### config.mk
export PLATFORM = sky130hd
export DESIGN_NAME = serial_flash_programmer_bridge
export DESIGN_NICKNAME = d
export VERILOG_FILES = /design/src/rtl/sfpb_pkg.sv /design/src/rtl/sfpb_decode.sv /design/src/rtl/sfpb_queue.sv /design/src/rtl/sfpb_emit.sv /design/src/rtl/serial_flash_programmer_bridge.sv
export SDC_FILE = /design/constraint.sdc
export NUM_CORES = 1
export LEC_CHECK = 0
export ABC_AREA = 1
export BUFFER_PORTS_ARGS = -buffer_cell sky130_fd_sc_hd__buf_2
export CELL_PAD_IN_SITES_DETAIL_PLACEMENT = 0
export CELL_PAD_IN_SITES_GLOBAL_PLACEMENT = 1
export CORE_AREA = 3 3 208 210
export CTS_CLUSTER_DIAMETER = 200
export DETAILED_ROUTE_END_ITERATION = 10
export DIE_AREA = 0 0 211 213
export PLACE_DENSITY = 0.64
export SKIP_CTS_REPAIR_TIMING = 1
export SLEW_MARGIN = 20
export SYNTH_ARGS = -nofsm -noshare
export SYNTH_HDL_FRONTEND = slang
export SYNTH_SLANG_ARGS = --single-unit
### constraint.sdc
create_clock -name i_clk -period 7.95 [get_ports i_clk]
set_clock_uncertainty 0.15 [all_clocks]
set_input_delay 1.1925 -clock i_clk [delete_from_list [all_inputs] [get_ports i_clk]]
set_output_delay 1.1925 -clock i_clk [all_outputs]
set_load 0.02 [all_outputs]
### src/rtl/sfpb_pkg.sv
`timescale 1ns / 1ps

package sfpb_pkg;

    // Protocol command codes.
    localparam logic [7:0] CMD_NOP         = 8'h00;
    localparam logic [7:0] CMD_Q_IFACE     = 8'h01;
    localparam logic [7:0] CMD_Q_CMDMAP    = 8'h02;
    localparam logic [7:0] CMD_Q_PGMNAME   = 8'h03;
    localparam logic [7:0] CMD_Q_SERBUF    = 8'h04;
    localparam logic [7:0] CMD_Q_BUSTYPE   = 8'h05;
    localparam logic [7:0] CMD_Q_WRNMAXLEN = 8'h08;
    localparam logic [7:0] CMD_SYNCNOP     = 8'h10;
    localparam logic [7:0] CMD_Q_RDNMAXLEN = 8'h11;
    localparam logic [7:0] CMD_S_BUSTYPE   = 8'h12;
    localparam logic [7:0] CMD_O_SPIOP     = 8'h13;

    localparam logic [7:0] ACK_BYTE = 8'h06;
    localparam logic [7:0] NAK_BYTE = 8'h15;

    // Result destinations.
    localparam logic [1:0] DEST_HOST      = 2'd0;
    localparam logic [1:0] DEST_SPI_WRITE = 2'd1;
    localparam logic [1:0] DEST_READ_REQ  = 2'd2;
    localparam logic [1:0] DEST_CS        = 2'd3;

    // Input operation codes.
    localparam logic OP_HOST = 1'b0;
    localparam logic OP_SPI  = 1'b1;

    // Configuration register indexes.
    localparam logic [2:0] CFG_IFACE_VERSION = 3'd0;
    localparam logic [2:0] CFG_SERIAL_BUF    = 3'd1;
    localparam logic [2:0] CFG_MAX_WRITE     = 3'd2;
    localparam logic [2:0] CFG_MAX_READ      = 3'd3;
    localparam logic [2:0] CFG_BUS_FLAG      = 3'd4;

    localparam int SPIOP_HDR = 6;
    localparam int NAME_LEN  = 16;
    localparam int MAP_LEN   = 32;

    // Programmer name, zero padded to sixteen bytes.
    localparam logic [7:0] NAME_BYTES [NAME_LEN] = '{
        8'h57, 8'h69, 8'h78, 8'h65, 8'h6C, 8'h20, 8'h73, 8'h65,
        8'h72, 8'h70, 8'h72, 8'h6F, 8'h67, 8'h00, 8'h00, 8'h00
    };

    typedef struct packed {
        logic [15:0] iface_version;
        logic [15:0] serial_buf_size;
        logic [23:0] max_write_len;
        logic [23:0] max_read_len;
        logic [7:0]  spi_bus_flag;
    } t_cfg;

    typedef struct packed {
        logic [1:0] dest;
        logic [7:0] data;
    } t_res;

    // One queued reply: either a query answer generated byte by byte, or
    // a short explicit list of up to three results.
    typedef struct packed {
        logic           is_query;
        logic [7:0]     cmd;
        logic [5:0]     count;
        t_res [2:0]     ent;
    } t_desc;

    typedef struct packed {
        logic full;
        logic empty;
    } t_q_status;

    function automatic logic [5:0] query_len(input logic [7:0] cmd);
        logic [5:0] n;
        begin
            case (cmd)
                CMD_NOP:         n = 6'd1;
                CMD_Q_IFACE:     n = 6'd3;
                CMD_Q_CMDMAP:    n = 6'(MAP_LEN + 1);
                CMD_Q_PGMNAME:   n = 6'(NAME_LEN + 1);
                CMD_Q_SERBUF:    n = 6'd3;
                CMD_Q_BUSTYPE:   n = 6'd2;
                CMD_Q_WRNMAXLEN: n = 6'd4;
                CMD_SYNCNOP:     n = 6'd2;
                CMD_Q_RDNMAXLEN: n = 6'd4;
                default:         n = 6'd1;
            endcase
            return n;
        end
    endfunction

    function automatic logic [7:0] pick3(input logic [5:0] idx, input logic [23:0] v);
        logic [7:0] r;
        begin
            case (idx)
                6'd1:    r = v[7:0];
                6'd2:    r = v[15:8];
                6'd3:    r = v[23:16];
                default: r = ACK_BYTE;
            endcase
            return r;
        end
    endfunction

    function automatic logic [7:0] query_byte(input logic [7:0] cmd, input logic [5:0] idx,
                                              input t_cfg cfg);
        logic [7:0] r;
        logic [3:0] ni;
        begin
            ni = 4'(idx - 6'd1);
            case (cmd)
                CMD_NOP:         r = ACK_BYTE;
                CMD_Q_IFACE:     r = pick3(idx, {8'h00, cfg.iface_version});
                CMD_Q_CMDMAP: begin
                    case (idx)
                        6'd0:    r = ACK_BYTE;
                        6'd1:    r = 8'h3F;
                        6'd2:    r = 8'h01;
                        6'd3:    r = 8'h0F;
                        default: r = 8'h00;
                    endcase
                end
                CMD_Q_PGMNAME:   r = (idx == 6'd0) ? ACK_BYTE : NAME_BYTES[ni];
                CMD_Q_SERBUF:    r = pick3(idx, {8'h00, cfg.serial_buf_size});
                CMD_Q_BUSTYPE:   r = pick3(idx, {16'h0000, cfg.spi_bus_flag});
                CMD_Q_WRNMAXLEN: r = pick3(idx, cfg.max_write_len);
                CMD_SYNCNOP:     r = (idx == 6'd0) ? NAK_BYTE : ACK_BYTE;
                CMD_Q_RDNMAXLEN: r = pick3(idx, cfg.max_read_len);
                default:         r = NAK_BYTE;
            endcase
            return r;
        end
    endfunction

endpackage

### src/rtl/sfpb_decode.sv
`timescale 1ns / 1ps

module sfpb_decode #(
    parameter int LENGTH_BITS = 8
) (
    input  logic                 i_clk,
    input  logic                 i_rst_n,
    input  logic                 i_accept,
    input  logic                 i_op,
    input  logic [7:0]           i_byte,
    input  logic [7:0]           i_bus_flag,
    output logic                 o_push,
    output sfpb_pkg::t_desc      o_desc
);

    localparam int CNT_W = LENGTH_BITS + 1;

    typedef enum logic [2:0] {
        PH_CMD   = 3'b001,
        PH_PARAM = 3'b010,
        PH_READ  = 3'b100
    } t_phase;

    t_phase                 r_phase, n_phase;
    logic [7:0]             r_cmd, n_cmd;
    logic [CNT_W-1:0]       r_bt, n_bt;
    logic [CNT_W-1:0]       r_be, n_be;
    logic [LENGTH_BITS-1:0] r_wc, n_wc;
    logic [LENGTH_BITS-1:0] r_rl, n_rl;

    logic [CNT_W-1:0]       w_bt_inc;
    logic [4:0]             w_sh;
    logic [23:0]            w_shifted;
    logic [LENGTH_BITS-1:0] w_wc_new;
    logic [LENGTH_BITS-1:0] w_rl_new;
    logic [LENGTH_BITS-1:0] w_rl_dec;
    sfpb_pkg::t_desc        w_desc;
    logic                   w_has;

    assign w_bt_inc = r_bt + CNT_W'(1);

    // Byte lane of the little-endian length field being collected.
    always_comb begin
        if (w_bt_inc == CNT_W'(2) || w_bt_inc == CNT_W'(5)) begin
            w_sh = 5'd8;
        end else if (w_bt_inc == CNT_W'(3) || w_bt_inc == CNT_W'(6)) begin
            w_sh = 5'd16;
        end else begin
            w_sh = 5'd0;
        end
    end

    assign w_shifted = {16'h0000, i_byte} << w_sh;
    assign w_wc_new  = r_wc | w_shifted[LENGTH_BITS-1:0];
    assign w_rl_new  = r_rl | w_shifted[LENGTH_BITS-1:0];
    assign w_rl_dec  = r_rl - LENGTH_BITS'(1);

    always_comb begin
        n_phase = r_phase;
        n_cmd   = r_cmd;
        n_bt    = r_bt;
        n_be    = r_be;
        n_wc    = r_wc;
        n_rl    = r_rl;
        w_desc  = '0;
        w_has   = 1'b0;

        if (i_op == sfpb_pkg::OP_SPI) begin
            if (r_phase == PH_READ && r_rl != '0) begin
                w_has               = 1'b1;
                w_desc.ent[0].dest  = sfpb_pkg::DEST_HOST;
                w_desc.ent[0].data  = i_byte;
                n_rl                = w_rl_dec;
                if (w_rl_dec == '0) begin
                    w_desc.ent[1].dest = sfpb_pkg::DEST_CS;
                    w_desc.ent[1].data = 8'h00;
                    w_desc.count       = 6'd2;
                    n_phase            = PH_CMD;
                end else begin
                    w_desc.count = 6'd1;
                end
            end
        end else begin
            case (r_phase)
                PH_READ: begin
                    // Host bytes are dropped while reads are outstanding.
                end
                PH_PARAM: begin
                    n_bt = w_bt_inc;
                    if (r_cmd == sfpb_pkg::CMD_S_BUSTYPE) begin
                        w_has              = 1'b1;
                        w_desc.count       = 6'd1;
                        w_desc.ent[0].dest = sfpb_pkg::DEST_HOST;
                        w_desc.ent[0].data = (i_byte == i_bus_flag) ? sfpb_pkg::ACK_BYTE
                                                                    : sfpb_pkg::NAK_BYTE;
                        n_phase            = PH_CMD;
                    end else if (w_bt_inc <= CNT_W'(sfpb_pkg::SPIOP_HDR)) begin
                        if (w_bt_inc <= CNT_W'(3)) begin
                            n_wc = w_wc_new;
                        end else begin
                            n_rl = w_rl_new;
                        end
                        if (w_bt_inc == CNT_W'(3)) begin
                            n_be = CNT_W'(sfpb_pkg::SPIOP_HDR) + {1'b0, w_wc_new};
                        end
                        if (w_bt_inc == CNT_W'(sfpb_pkg::SPIOP_HDR)) begin
                            w_has              = 1'b1;
                            w_desc.ent[0].dest = sfpb_pkg::DEST_CS;
                            w_desc.ent[0].data = 8'h01;
                            w_desc.count       = 6'd1;
                            // No write bytes: the transfer finishes right away.
                            if (r_be == CNT_W'(sfpb_pkg::SPIOP_HDR)) begin
                                w_desc.count       = 6'd3;
                                w_desc.ent[1].dest = sfpb_pkg::DEST_HOST;
                                w_desc.ent[1].data = sfpb_pkg::ACK_BYTE;
                                if (w_rl_new != '0) begin
                                    w_desc.ent[2].dest = sfpb_pkg::DEST_READ_REQ;
                                    w_desc.ent[2].data = w_rl_new[7:0];
                                    n_phase            = PH_READ;
                                end else begin
                                    w_desc.ent[2].dest = sfpb_pkg::DEST_CS;
                                    w_desc.ent[2].data = 8'h00;
                                    n_phase            = PH_CMD;
                                end
                            end
                        end
                    end else begin
                        w_has              = 1'b1;
                        w_desc.ent[0].dest = sfpb_pkg::DEST_SPI_WRITE;
                        w_desc.ent[0].data = i_byte;
                        w_desc.count       = 6'd1;
                        if (w_bt_inc >= r_be) begin
                            w_desc.count       = 6'd3;
                            w_desc.ent[1].dest = sfpb_pkg::DEST_HOST;
                            w_desc.ent[1].data = sfpb_pkg::ACK_BYTE;
                            if (r_rl != '0) begin
                                w_desc.ent[2].dest = sfpb_pkg::DEST_READ_REQ;
                                w_desc.ent[2].data = r_rl[7:0];
                                n_phase            = PH_READ;
                            end else begin
                                w_desc.ent[2].dest = sfpb_pkg::DEST_CS;
                                w_desc.ent[2].data = 8'h00;
                                n_phase            = PH_CMD;
                            end
                        end
                    end
                end
                default: begin
                    // Waiting for a command byte.
                    n_cmd   = i_byte;
                    n_bt    = '0;
                    n_be    = '0;
                    n_phase = PH_CMD;
                    if (i_byte == sfpb_pkg::CMD_S_BUSTYPE) begin
                        n_be    = CNT_W'(1);
                        n_phase = PH_PARAM;
                    end else if (i_byte == sfpb_pkg::CMD_O_SPIOP) begin
                        n_be    = CNT_W'(sfpb_pkg::SPIOP_HDR);
                        n_wc    = '0;
                        n_rl    = '0;
                        n_phase = PH_PARAM;
                    end else begin
                        w_has           = 1'b1;
                        w_desc.is_query = 1'b1;
                        w_desc.cmd      = i_byte;
                        w_desc.count    = sfpb_pkg::query_len(i_byte);
                    end
                end
            endcase
        end
    end

    always_ff @(posedge i_clk) begin
        if (!i_rst_n) begin
            r_phase <= PH_CMD;
            r_cmd   <= '0;
            r_bt    <= '0;
            r_be    <= '0;
            r_wc    <= '0;
            r_rl    <= '0;
        end else if (i_accept) begin
            r_phase <= n_phase;
            r_cmd   <= n_cmd;
            r_bt    <= n_bt;
            r_be    <= n_be;
            r_wc    <= n_wc;
            r_rl    <= n_rl;
        end
    end

    assign o_push = i_accept && w_has;
    assign o_desc = w_desc;

endmodule

### src/rtl/sfpb_queue.sv
`timescale 1ns / 1ps

module sfpb_queue #(
    parameter int DEPTH = 4
) (
    input  logic                  i_clk,
    input  logic                  i_rst_n,
    input  logic                  i_push,
    input  sfpb_pkg::t_desc       i_desc,
    input  logic                  i_pop,
    output sfpb_pkg::t_desc       o_head,
    output sfpb_pkg::t_q_status   o_stat
);

    localparam int PTR_W = $clog2(DEPTH);
    localparam int CNT_W = $clog2(DEPTH + 1);

    sfpb_pkg::t_desc  r_mem [DEPTH];
    logic [PTR_W-1:0] r_wr, r_rd;
    logic [CNT_W-1:0] r_count;

    always_ff @(posedge i_clk) begin
        if (i_push) begin
            r_mem[r_wr] <= i_desc;
        end
    end

    always_ff @(posedge i_clk) begin
        if (!i_rst_n) begin
            r_wr    <= '0;
            r_rd    <= '0;
            r_count <= '0;
        end else begin
            if (i_push) begin
                r_wr <= (r_wr == PTR_W'(DEPTH - 1)) ? '0 : r_wr + PTR_W'(1);
            end
            if (i_pop) begin
                r_rd <= (r_rd == PTR_W'(DEPTH - 1)) ? '0 : r_rd + PTR_W'(1);
            end
            if (i_push && !i_pop) begin
                r_count <= r_count + CNT_W'(1);
            end else if (i_pop && !i_push) begin
                r_count <= r_count - CNT_W'(1);
            end
        end
    end

    assign o_head       = r_mem[r_rd];
    assign o_stat.full  = (r_count == CNT_W'(DEPTH));
    assign o_stat.empty = (r_count == '0);

endmodule

### src/rtl/sfpb_emit.sv
`timescale 1ns / 1ps

module sfpb_emit (
    input  logic                 i_clk,
    input  logic                 i_rst_n,
    input  sfpb_pkg::t_cfg       i_cfg,
    input  sfpb_pkg::t_desc      i_head,
    input  sfpb_pkg::t_q_status  i_stat,
    output logic                 o_pop,
    output logic                 o_valid,
    input  logic                 i_ready,
    output logic [1:0]           o_dest,
    output logic [7:0]           o_data,
    output logic                 o_last
);

    logic [5:0] r_idx;
    logic       r_valid;
    logic [1:0] r_dest;
    logic [7:0] r_data;
    logic       r_last;

    logic       w_take;
    logic       w_load;
    logic       w_end;
    logic [1:0] w_dest;
    logic [7:0] w_data;

    assign w_take = !r_valid || i_ready;
    assign w_load = w_take && !i_stat.empty;
    assign w_end  = (r_idx == i_head.count - 6'd1);

    always_comb begin
        if (i_head.is_query) begin
            w_dest = sfpb_pkg::DEST_HOST;
            w_data = sfpb_pkg::query_byte(i_head.cmd, r_idx, i_cfg);
        end else begin
            case (r_idx[1:0])
                2'd0: begin
                    w_dest = i_head.ent[0].dest;
                    w_data = i_head.ent[0].data;
                end
                2'd1: begin
                    w_dest = i_head.ent[1].dest;
                    w_data = i_head.ent[1].data;
                end
                default: begin
                    w_dest = i_head.ent[2].dest;
                    w_data = i_head.ent[2].data;
                end
            endcase
        end
    end

    always_ff @(posedge i_clk) begin
        if (!i_rst_n) begin
            r_valid <= 1'b0;
            r_idx   <= '0;
        end else if (w_take) begin
            r_valid <= !i_stat.empty;
            if (w_load) begin
                r_idx <= w_end ? 6'd0 : r_idx + 6'd1;
            end
        end
    end

    always_ff @(posedge i_clk) begin
        if (w_load) begin
            r_dest <= w_dest;
            r_data <= w_data;
            r_last <= w_end;
        end
    end

    assign o_pop   = w_load && w_end;
    assign o_valid = r_valid;
    assign o_dest  = r_dest;
    assign o_data  = r_data;
    assign o_last  = r_last;

endmodule

### src/rtl/serial_flash_programmer_bridge.sv
`timescale 1ns / 1ps

// Serial flash programmer command engine, SPI bus only.
// The slave stream carries one byte per item: tuser says whether it came
// from the host link or is a byte read back from the SPI flash. The master
// stream carries results: tuser gives the destination (host reply, SPI
// write byte, SPI read burst request or chip select level), tdata the byte,
// and tlast marks the final result caused by one input item.
// An input item is decoded in the cycle it is accepted; its results are
// placed as one entry in a short reply queue and leave through a registered
// output stage one result per cycle while the receiver is ready. An item
// with a single result (SPI payload bytes, read-back bytes) sustains one
// item per cycle while the receiver is ready; a query reply leaves byte by
// byte, holding its queue entry until its last byte is loaded, while up to
// QUEUE_DEPTH - 1 further items with results are queued. When the receiver
// stalls, the output holds its result and the queue fills; s_axis_tready
// drops only when the queue is full. Reset (synchronous, active low)
// empties the queue, returns to waiting for a command and restores the
// register defaults. Registers must be written by the user on the plain
// write port only while the block is idle; the block does not enforce it.
module serial_flash_programmer_bridge #(
    parameter int LENGTH_BITS = 8,
    parameter int QUEUE_DEPTH = 4
) (
    input  logic        i_clk,
    input  logic        i_rst_n,

    input  logic        i_cfg_we,
    input  logic [2:0]  i_cfg_idx,
    input  logic [23:0] i_cfg_data,

    input  logic        s_axis_tvalid,
    output logic        s_axis_tready,
    input  logic [7:0]  s_axis_tdata,   // [7:0] data_byte
    input  logic        s_axis_tuser,   // [0] operation

    output logic        m_axis_tvalid,
    input  logic        m_axis_tready,
    output logic [7:0]  m_axis_tdata,   // [7:0] payload
    output logic [1:0]  m_axis_tuser,   // [1:0] destination
    output logic        m_axis_tlast    // last
);

    sfpb_pkg::t_cfg      r_cfg;
    sfpb_pkg::t_desc     w_push_desc;
    sfpb_pkg::t_desc     w_head;
    sfpb_pkg::t_q_status w_stat;
    logic                w_accept;
    logic                w_push;
    logic                w_pop;

    // Register file. Writes beyond the list are ignored.
    always_ff @(posedge i_clk) begin
        if (!i_rst_n) begin
            r_cfg.iface_version   <= 16'd1;
            r_cfg.serial_buf_size <= 16'd16;
            r_cfg.max_write_len   <= 24'd200;
            r_cfg.max_read_len    <= 24'd200;
            r_cfg.spi_bus_flag    <= 8'd8;
        end else if (i_cfg_we) begin
            case (i_cfg_idx)
                sfpb_pkg::CFG_IFACE_VERSION: r_cfg.iface_version   <= i_cfg_data[15:0];
                sfpb_pkg::CFG_SERIAL_BUF:    r_cfg.serial_buf_size <= i_cfg_data[15:0];
                sfpb_pkg::CFG_MAX_WRITE:     r_cfg.max_write_len   <= i_cfg_data;
                sfpb_pkg::CFG_MAX_READ:      r_cfg.max_read_len    <= i_cfg_data;
                sfpb_pkg::CFG_BUS_FLAG:      r_cfg.spi_bus_flag    <= i_cfg_data[7:0];
                default: begin
                end
            endcase
        end
    end

    // An item is taken whenever the reply queue has a free entry.
    assign s_axis_tready = !w_stat.full;
    assign w_accept      = s_axis_tvalid && s_axis_tready;

    sfpb_decode #(
        .LENGTH_BITS(LENGTH_BITS)
    ) u_decode (
        .i_clk      (i_clk),
        .i_rst_n    (i_rst_n),
        .i_accept   (w_accept),
        .i_op       (s_axis_tuser),
        .i_byte     (s_axis_tdata),
        .i_bus_flag (r_cfg.spi_bus_flag),
        .o_push     (w_push),
        .o_desc     (w_push_desc)
    );

    sfpb_queue #(
        .DEPTH(QUEUE_DEPTH)
    ) u_queue (
        .i_clk   (i_clk),
        .i_rst_n (i_rst_n),
        .i_push  (w_push),
        .i_desc  (w_push_desc),
        .i_pop   (w_pop),
        .o_head  (w_head),
        .o_stat  (w_stat)
    );

    sfpb_emit u_emit (
        .i_clk   (i_clk),
        .i_rst_n (i_rst_n),
        .i_cfg   (r_cfg),
        .i_head  (w_head),
        .i_stat  (w_stat),
        .o_pop   (w_pop),
        .o_valid (m_axis_tvalid),
        .i_ready (m_axis_tready),
        .o_dest  (m_axis_tuser),
        .o_data  (m_axis_tdata),
        .o_last  (m_axis_tlast)
    );

    // A full queue always has a result waiting in the output register.
    a_full_has_output: assert property (@(posedge i_clk) disable iff (!i_rst_n)
        !s_axis_tready |-> m_axis_tvalid)
        else $error("reply queue full while output register is empty");

    // Results of one item leave without gaps until tlast.
    a_no_gap_in_reply: assert property (@(posedge i_clk) disable iff (!i_rst_n)
        m_axis_tvalid && !m_axis_tlast |=> m_axis_tvalid)
        else $error("gap inside a multi-result reply");

    // A read burst request always closes the results of its item.
    a_request_is_last: assert property (@(posedge i_clk) disable iff (!i_rst_n)
        m_axis_tvalid && m_axis_tuser == sfpb_pkg::DEST_READ_REQ |-> m_axis_tlast)
        else $error("read request not marked last");

endmodule

==> results of run 1 <==
==> layer usage <==
layer	vias up	wire length (µm)	global-route usage
met1	5729	21000	0.280
met5	-	0	0
met2	298	19300	0.297
met3	57	2380	0.0323
met4	0	1140	0.0626
li1	5976	-	-
==> power by group through the flow <==
stage	combinational [mW]	clock [mW]	sequential, mW
3_3_place_gp	0.495	0	1.75
4_1_cts	0.496	1.60	1.72
5_1_grt	0.545	1.66	1.73
6_report	0.494	1.56	1.72
3_5_place_dp	0.494	0	1.75
2_1_floorplan	0.297	0	1.76
==> worst max-delay path by stage <==
| stage | startpoint | depth (start not counted) | to | slack [ps] |
|---|---|---|---|---|
| after CTS | u_decode.r_bt[1]$_SDFFE_PN0P_ | 15 | u_queue.r_mem[1][31]$_DFFE_PP_ | 4120 |
| after detailed placement | s_axis_tdata[1] | 10 | u_queue.r_mem[1][28]$_DFFE_PP_ | 3880 |
| after global routing | u_decode.r_bt[1]$_SDFFE_PN0P_ | 22 | u_queue.r_count[2]$_SDFFE_PN0P_ | 3740 |
| final | u_decode.r_bt[1]$_SDFFE_PN0P_ | 22 | u_queue.r_count[2]$_SDFFE_PN0P_ | 4130 |
| after floorplan | s_axis_tdata[2] | 11 | u_queue.r_mem[0][0]$_DFFE_PP_ | 3560 |
| after global placement | s_axis_tdata[1] | 17 | u_queue.r_count[2]$_SDFFE_PN0P_ | 3880 |
==> final cells by class <==
type,count,area (µm²)
fillers,4234,25200
multi-input cells,1176,6080
diodes,1,2.50
inverters,183,687
well taps,539,674
flip-flops and latches,300,7520
clock inverters,13,87.6
clock buffers,53,1030
repair buffers,70,425
==> kinds of logic after synthesis <==
kind of cell	synth area share
flops	0.518
xor+xnor	0.0139
compound gates	0.161
simple gates	0.213
fa+ha+maj	0.0290
buf+inv	0.0650
==> metrics by stage <==
step                      hold slack (ps)  utilization  instance area, µm²
after floorplan                       274            -               14500
after global placement                285        0.367               15300
after detailed placement              293        0.368               15400
after CTS                             302        0.395               16500
after global routing                  325        0.395               16500
final                                 300        0.395               16500
==> cell usage in the layout (no fill, tap or decap), types with 3 or more instances in the layout <==
master,count
sky130_fd_sc_hd__a32o_1,3
sky130_fd_sc_hd__o21a_1,4
sky130_fd_sc_hd__o22ai_1,37
sky130_fd_sc_hd__inv_1,169
sky130_fd_sc_hd__nor2_2,12
sky130_fd_sc_hd__a221oi_1,9
sky130_fd_sc_hd__clkinv_2,4
sky130_fd_sc_hd__nor2_4,8
sky130_fd_sc_hd__o31ai_1,5
sky130_fd_sc_hd__dfxtp_1,148
sky130_fd_sc_hd__clkbuf_16,36
sky130_fd_sc_hd__nand2_2,7
sky130_fd_sc_hd__buf_4,15
sky130_fd_sc_hd__buf_2,53
sky130_fd_sc_hd__inv_2,11
sky130_fd_sc_hd__clkbuf_8,7
sky130_fd_sc_hd__nor2_1,273
sky130_fd_sc_hd__nand3_2,6
sky130_fd_sc_hd__nor3_1,24
sky130_fd_sc_hd__nand2_1,267
sky130_fd_sc_hd__a211oi_1,17
sky130_fd_sc_hd__a21oi_1,101
sky130_fd_sc_hd__xor2_1,21
sky130_fd_sc_hd__o21ai_1,6
sky130_fd_sc_hd__edfxtp_1,151
sky130_fd_sc_hd__clkinv_1,9
sky130_fd_sc_hd__nand3b_1,4
sky130_fd_sc_hd__clkbuf_1,10
sky130_fd_sc_hd__nand3_1,80
sky130_fd_sc_hd__nand4_1,22
sky130_fd_sc_hd__ha_1,32
sky130_fd_sc_hd__nor4_1,6
sky130_fd_sc_hd__a22o_1,14
sky130_fd_sc_hd__o21ai_0,176
==> sequential cells by signal, summed over array words and instances, names as in the netlist, named ones only <==
name	cells
u_emit.o_data	8
u_decode.r_rl	8
u_queue.r_rd	2
u_emit.o_last	1
u_queue.r_count	3
u_emit.o_dest	2
u_emit.o_valid	1
u_emit.r_idx	6
u_decode.r_wc	8
u_decode.r_cmd	8
u_decode.r_be	9
u_decode.r_bt	9
u_queue.r_mem	140
r_cfg	88
u_decode.r_phase	3
u_queue.r_wr	2
==> critical path: cells and delay by family, from the launching register on <==
kind | cells | cell delay (ps)
AOI/OAI and AO/OA | 6 | 630
adders and majority gates | 3 | 780
buffers and inverters | 3 | 340
DFF | 1 | 420
and+or+nand+nor | 10 | 1390
==> results.md, run 1 <==
- The clock slew seen by the registers of the worst setup and hold paths is ~60 ps.
- In this run, synthesis inferred 151 flip-flops with an integrated enable.
- sky130_fd_sc_hd__nor2_1 is the most common cell in the netlist.
- The data required time of the worst path is 8230 ps.
- The combinational power share is 0.131.
- The growth of design area from synthesis to finish is 13.8%.
- For this block, the initial DRC count from the detailed router was ~810.
- The sum of internal, switching and leakage power is approximately 3.8 mW.
- Entering global routing, the biggest net connects roughly 100 pins.
- The clock root buffer master is sky130_fd_sc_hd__clkbuf_16.
- The number of failing hold endpoints at the final stage is 0.
- The detailed-route vias per instance is approximately 5.2.
- For this configuration, the core starts out at a cell density of 0.347.
- The final-stage net count is around 1800.
- The count of antenna-violating nets left after detailed routing is 0.
- The tree built by TritonCTS fans out to 300 sinks.
- The worst setup path is captured at a flip-flop.
- Sorting the synthesized cells by how often they occur yields sky130_fd_sc_hd__nor2_1, sky130_fd_sc_hd__nand2_1, sky130_fd_sc_hd__o21ai_0, sky130_fd_sc_hd__inv_1, sky130_fd_sc_hd__edfxtp_1.
- Setup repair after global routing left no endpoint under its margin.
- The vertical die dimension is approximately 210 µm.
- The minimum setup slack in the final design is a little over 4000 ps.
- Averaged over all synthesized cells, the footprint is ~8.4 µm².
- Walking the worst path, the cells encountered are ha_1 -> nand2_2 -> nor2_2 -> nand2_1 -> nand2_2 -> inv_2 -> nand2_1 -> a21oi_1 -> nand2_2 -> nand2_2 -> nand3_1 -> nand2_1 -> o311ai_1 -> nand2_1 -> inv_1 -> ha_1 -> inv_1 -> fa_1 -> a21oi_1 -> o21ai_0 -> o21ai_0 -> a21oi_1.
- The area inside the core boundary is around 42000 µm².
- sky130_fd_sc_hd__edfxtp_1 takes more of the synthesized area than any other cell.
- By area the synthesized netlist is led by sky130_fd_sc_hd__edfxtp_1, sky130_fd_sc_hd__dfxtp_1, sky130_fd_sc_hd__nor2_1.
- For this run the aggregate overflow at the end of global routing stands at 0.
- The floorplan step set the die width to between 200 and 250 µm.
- The later pin in the worst-skew pair is clocked with a latency of 550 ps.
- The share of total power dissipated in the clock network is 0.414.
- The highest clock frequency the design can meet is roughly 260 MHz.
- During synthesis, Yosys emitted a total of 0 warnings.
- Detailed placement ended at an HPWL of about 31000 µm.
- The count of different cell masters after synthesis is just over 60.
- The post-synthesis instance area is 14500 µm².
- The setup path with the least slack is of type reg -> reg.
- The post-detailed-routing wire length is about 44000 µm.
- The I/O pin count is 54.
- CTS built an H-tree with a depth of 2.
- The startpoint kind of the worst setup timing path is a flip-flop.
- The count of final setup violators is 0.
- The number of global-route vias before repair is 11300.
- The launch instance of the worst min-delay path is u_decode.r_wc[0]$_SDFFE_PN0P_.
- Detailed routing inserted a total of about 12000 vias.
- The total global-route track usage is 0.194.
- The post-layout instance count excluding filler cells is ~2300.
- The number of antenna violations at the first check in global routing came to 2.
- The path type of the worst min-delay path is reg -> reg.
- The share of the Yosys chip area taken by registers is 0.518.
- Internal power comes to ~2.7 mW.
- The global placer's final weighted congestion is between 0.8 and 0.9.
- The max-slew violation total from the final report is 0.
- The number of placed instances with taps included is around 2300.
- The switching share of total power is 0.276.
- The worst path needs about 3800 ps of the cycle, external delays included.
- The setup total negative slack is 0 ps.
- The most used flip-flop cell after synthesis is sky130_fd_sc_hd__edfxtp_1.
- The power share of the sequential group is 0.455.
- Dividing the final minimum period by the clock period gives 0.481.
- The mean routed wirelength per cell is around 19 µm.
- The reported net switching power is roughly 1.0 mW.
- The worst hold path terminates at u_decode.r_wc[0]$_SDFFE_PN0P_.
- The first-pass GRT wire length is 66800 µm.
- The pre-antenna-repair detailed-routing pass consisted of 7 iterations.
- Across the run, the number of max-cap violations was 0.
- For the worst setup path, the data arrival time is 4110 ps.
- In this run the worst path has a maximum fanout of 14.
- The cell count of the worst hold path is 2.
- TritonCTS built the clock tree.
- The post-synthesis net count is 1795.
- The endpoint identified for the worst register-to-register timing path is u_queue.r_count[2]$_SDFFE_PN0P_.
- For this run, asynchronously set or reset flops after synthesis account for 0.
- For flop-to-flop paths, the worst setup slack is ~4100 ps.
- The leakage dissipation is roughly 6.4 nW.
- Synthesis produced about 1700 cells.
- At the pin with the least slew margin, the transition time is slightly above 1000 ps.
- Of the cells placed in the final design, the portion with a size suffix greater than 1 is 0.100.
- The number of design rule violations left after detail routing is 0.
- The maximum ir drop on the vdd rail is ~0.00013 V.
- The startpoint of the most critical register-to-register path is u_decode.r_bt[1]$_SDFFE_PN0P_.
- Before CTS, the worst setup slack after placement is 3880 ps.
- The number of clock buffers added by TritonCTS is 36.
- Synthesis inferred 300 register bits.
- For this run, the slowest stage of the critical path takes approximately 420 ps.
- Buffers placed on the I/O ports in this run total 53.
- The number of buffers on the longest clock path is 3.
- The worst max-slew margin expressed relative to the limit is 0.309.
- The floorplan row count is 75.
- The fraction of post-synthesis cell area in the top cell type by area is 0.313.
- On the critical path, the stage with the largest delay is an instance of sky130_fd_sc_hd__dfxtp_1.
- The run finished with clean final reports.
- For this design the ratio of total power to cell area is around 230 nW/µm².
- The number of cells on the worst reg-to-reg path is 22.
- The area of the die is about 45000 µm².
Note: power is estimated with default switching activity, not from simulation.
==> inputs of run 2 (changes only) <==
--- a/config.mk
+++ b/config.mk
@@ -13,7 +13,7 @@
 export CTS_CLUSTER_DIAMETER = 200
 export DETAILED_ROUTE_END_ITERATION = 10
 export DIE_AREA = 0 0 211 213
-export PLACE_DENSITY = 0.64
+export PLACE_DENSITY = 0.67
 export SKIP_CTS_REPAIR_TIMING = 1
 export SLEW_MARGIN = 20
 export SYNTH_ARGS = -nofsm -noshare
==> constraint.sdc (replaced) <==
create_clock -name i_clk -period 3.5 [get_ports i_clk]
set_clock_uncertainty 0.15 [all_clocks]
set_input_delay 0.525 -clock i_clk [delete_from_list [all_inputs] [get_ports i_clk]]
set_output_delay 0.525 -clock i_clk [all_outputs]
set_load 0.02 [all_outputs]
==> results.md, run 2 (synthesized netlist as in run 1, its figures left out) <==
- For this block, the via count after detailed routing is between 10000 and 15000.
- In the layout the commonest cells are sky130_fd_sc_hd__nor2_1, sky130_fd_sc_hd__nand2_1, sky130_fd_sc_hd__o21ai_0, sky130_fd_sc_hd__inv_1, sky130_fd_sc_hd__edfxtp_1.
- The total cell area at the placement stage is 15700 µm².
- Prior to clock tree synthesis, the placed netlist has a worst setup slack of roughly 44 ps.
- For this run, the total global-route usage over all layers was measured as 0.194.
- The number of failing hold endpoints at the final stage is 0.
- In the routed design, unresolved DRC markers number 0.
- Dividing total power by cell area gives a power density of ~500 nW/µm².
- The startpoint kind of the worst setup timing path is a flip-flop.
- The floorplan step set the die height to 213 µm.
- The H-tree level count is 2.
- The growth of design area from synthesis to finish is 17.4%.
- The leading cell type in the layout, fill and taps excluded is sky130_fd_sc_hd__nor2_1.
- Dividing the final minimum period by the clock period gives 0.923.
- The clock slew seen by the registers of the worst setup and hold paths is around 50 ps.
- The register with the most flip-flops is u_queue.r_mem.
- Data on the critical path arrives at its endpoint at ~3500 ps.
- The global placer's final weighted congestion is ~0.85.
- The worst register-to-register path has a depth of 19.
- TritonCTS built the clock tree.
- After detailed routing, the total wire length is 43700 µm.
- Walking the worst path, the cells encountered are inv_6 -> nand2_1 -> a32o_1 -> ha_1 -> ha_1 -> xor2_2 -> xor2_1 -> nand4_1 -> nor2_1 -> nand2_1 -> inv_2 -> nand2_1 -> ha_1 -> inv_1 -> fa_1 -> a21oi_1 -> o21ai_0 -> o21ai_0 -> a21oi_1.
- The die covers ~45000 µm².
- The first global-routing pass estimated 67700 µm of wire.
- The total number of clock tree sinks is 300.
- The area inside the core boundary is between 40000 and 50000 µm².
- Dividing the detail-routed wire length by the instance count gives approximately 18 µm.
- The DRC violation total after the first TritonRoute iteration is a little under 1000.
- The share of layout cells above drive strength 1 is 0.128.
- Detailed placement finished with a half-perimeter wire length of between 30000 and 40000 µm.
- The sum of internal, switching and leakage power is ~8.8 mW.
- In this run the deepest clock path goes through 3 buffers.
- The number of antenna diodes in the final layout is 0.
- The pin slew with the least headroom to its limit is around 980 ps.
- The worst hold path begins at i_cfg_data[23].
- Setup repair after global routing left no endpoint under its margin.
- The clock reaches the later pin of the worst-skew pair after 530 ps.
- The maximum ir drop on the vdd rail is approximately 0.0003 V.
- STA classifies the critical path endpoint as a flip-flop.
- The maximum cell stage delay along the critical path is 400 ps.
- The leakage dissipation is between 6 and 7 nW.
- The initial core utilization is 0.347.
- The run finished with clean final reports.
- The highest clock frequency the design can meet is around 310 MHz.
- At the worst endpoint, the required time is about 3800 ps.
- The critical path class is reg -> reg.
- In the post-route analysis, the smallest setup slack over all paths is approximately 270 ps.
- Across the run, the number of max-cap violations was 0.
- The tree is rooted in a sky130_fd_sc_hd__clkbuf_16.
- In the final layout, the registers with the most flip-flops are u_queue.r_mem: 140 flops, r_cfg: 88 flops.
- The setup slack of the worst register-to-register path is 270 ps.
- During placement, the flow inserted port buffers numbering 53.
- The max-slew violation total from the final report is 0.
- Row generation in the floorplan step produced 75 rows.
- The count of final setup violators is 0.
- The final-stage net count is approximately 1900.
- Measured against its own limit, the worst slew margin works out to 0.347.
- The flip-flop count of the largest register after layout is between 100 and 150.
- The I/O pin count is between 50 and 60.
- The number of antenna violations at the first check in global routing is 1.
- Counting instances, the worst hold path has a depth of 3.
- After layout, the minimum clock period comes to 3230 ps.
- The end-of-flow core utilization is 0.408.
- The worst register-to-register path ends at u_queue.r_count[2]$_SDFFE_PN0P_.
- The worst hold path belongs to the class in -> reg.
- The total iterations of the first detailed-routing run is 6.
- The setup total negative slack is 0 ps.
- The die outline width is around 210 µm.
- The number of clock buffers inserted by TritonCTS is 36.
- Entering global routing, the biggest net connects just under 90 pins.
- Along the worst path, the maximum fanout reaches 12.
- Dividing the detail-routed via count by the number of cells gives roughly 5.1.
- The detail route stage leaves a number of antenna-violating nets equal to 0.
- Summed over all layers, the global routing overflow is 0.
- The number of global-route vias before repair is 11500.
- The final design instance area without fill is roughly 17000 µm².
- The cell type of the slowest stage on the worst timing path is sky130_fd_sc_hd__dfxtp_4.
- The terminating pin of the worst hold path is r_cfg[55]$_SDFFE_PN0P_.
[run 2: changes by cell type in the layout (fill, tap and decap cells not counted), sizes merged]
| cell | delta |
|---|---|
| buf | +41 |
| clkinv | -6 |
| bufinv | +2 |
| clkbuf | +2 |
| clkinvlp | +2 |
| diode | -1 |
| inv | -1 |
[run 2: power by group]
part | total [mW] | switching, mW | internal (mW) | leakage (nW)
Combinational | 1.21 | 0.823 | 0.387 | 3.55
Clock | 3.65 | 1.48 | 2.17 | 0.551
Sequential | 3.90 | 0.0676 | 3.83 | 2.54
Total | 8.76 | 2.37 | 6.39 | 6.64
[run 2: critical path, delay by kind of cell (launching register included)]
kind	cells	cell delay, ps
adders and majority gates	4	920
and+or+nand+nor	5	390
xor gates and xnor gates	2	300
AOI/OAI and AO/OA	5	690
DFF	1	400
buffers and inverters	3	260
[run 2: layout make-up]
type                    instances  area (µm²)
clock inverters                10         126
inverters                     183         692
well taps                     539         674
repair buffers                113         851
clock buffers                  53        1020
fillers                      4192       24700
flip-flops and latches        300        7520
multi-input cells            1176        6150
[run 2: how the worst max path moves through the flow]
stage                             startpoint                              end  slack, ps  depth (start not counted)
2_1_floorplan  u_decode.r_bt[1]$_SDFFE_PN0P_    u_queue.r_mem[0][0]$_DFFE_PP_       -250                         13
3_3_place_gp                       flip-flop  u_queue.r_count[2]$_SDFFE_PN0P_        120                         19
3_5_place_dp   u_decode.r_bt[0]$_SDFFE_PN0P_   u_queue.r_mem[1][21]$_DFFE_PP_         40                         15
4_1_cts        u_decode.r_bt[0]$_SDFFE_PN0P_   u_queue.r_mem[3][21]$_DFFE_PP_          7                         15
5_1_grt        u_decode.r_bt[0]$_SDFFE_PN0P_  u_queue.r_count[2]$_SDFFE_PN0P_          3                         20
6_report                           flip-flop  u_queue.r_count[2]$_SDFFE_PN0P_        270                         19
[run 2: per-stage QoR]
| stage | hold slack, ps | instances |
|---|---|---|
| 2_1_floorplan | 274 | 1721 |
| 3_3_place_gp | 284 | 2305 |
| 3_5_place_dp | 291 | 2305 |
| 4_1_cts | 69.2 | 2368 |
| 5_1_grt | 97.6 | 2374 |
| 6_report | 93.9 | 2374 |
[run 2: routing by layer]
| layer | global-route usage | vias up | wire length (µm) |
|---|---|---|---|
| met3 | 0.0326 | 56 | 2480 |
| met2 | 0.300 | 267 | 19300 |
| met1 | 0.285 | 5797 | 21100 |
| met4 | 0.0441 | 0 | 804 |
| met5 | 0 | - | 0 |
| li1 | - | 6055 | - |
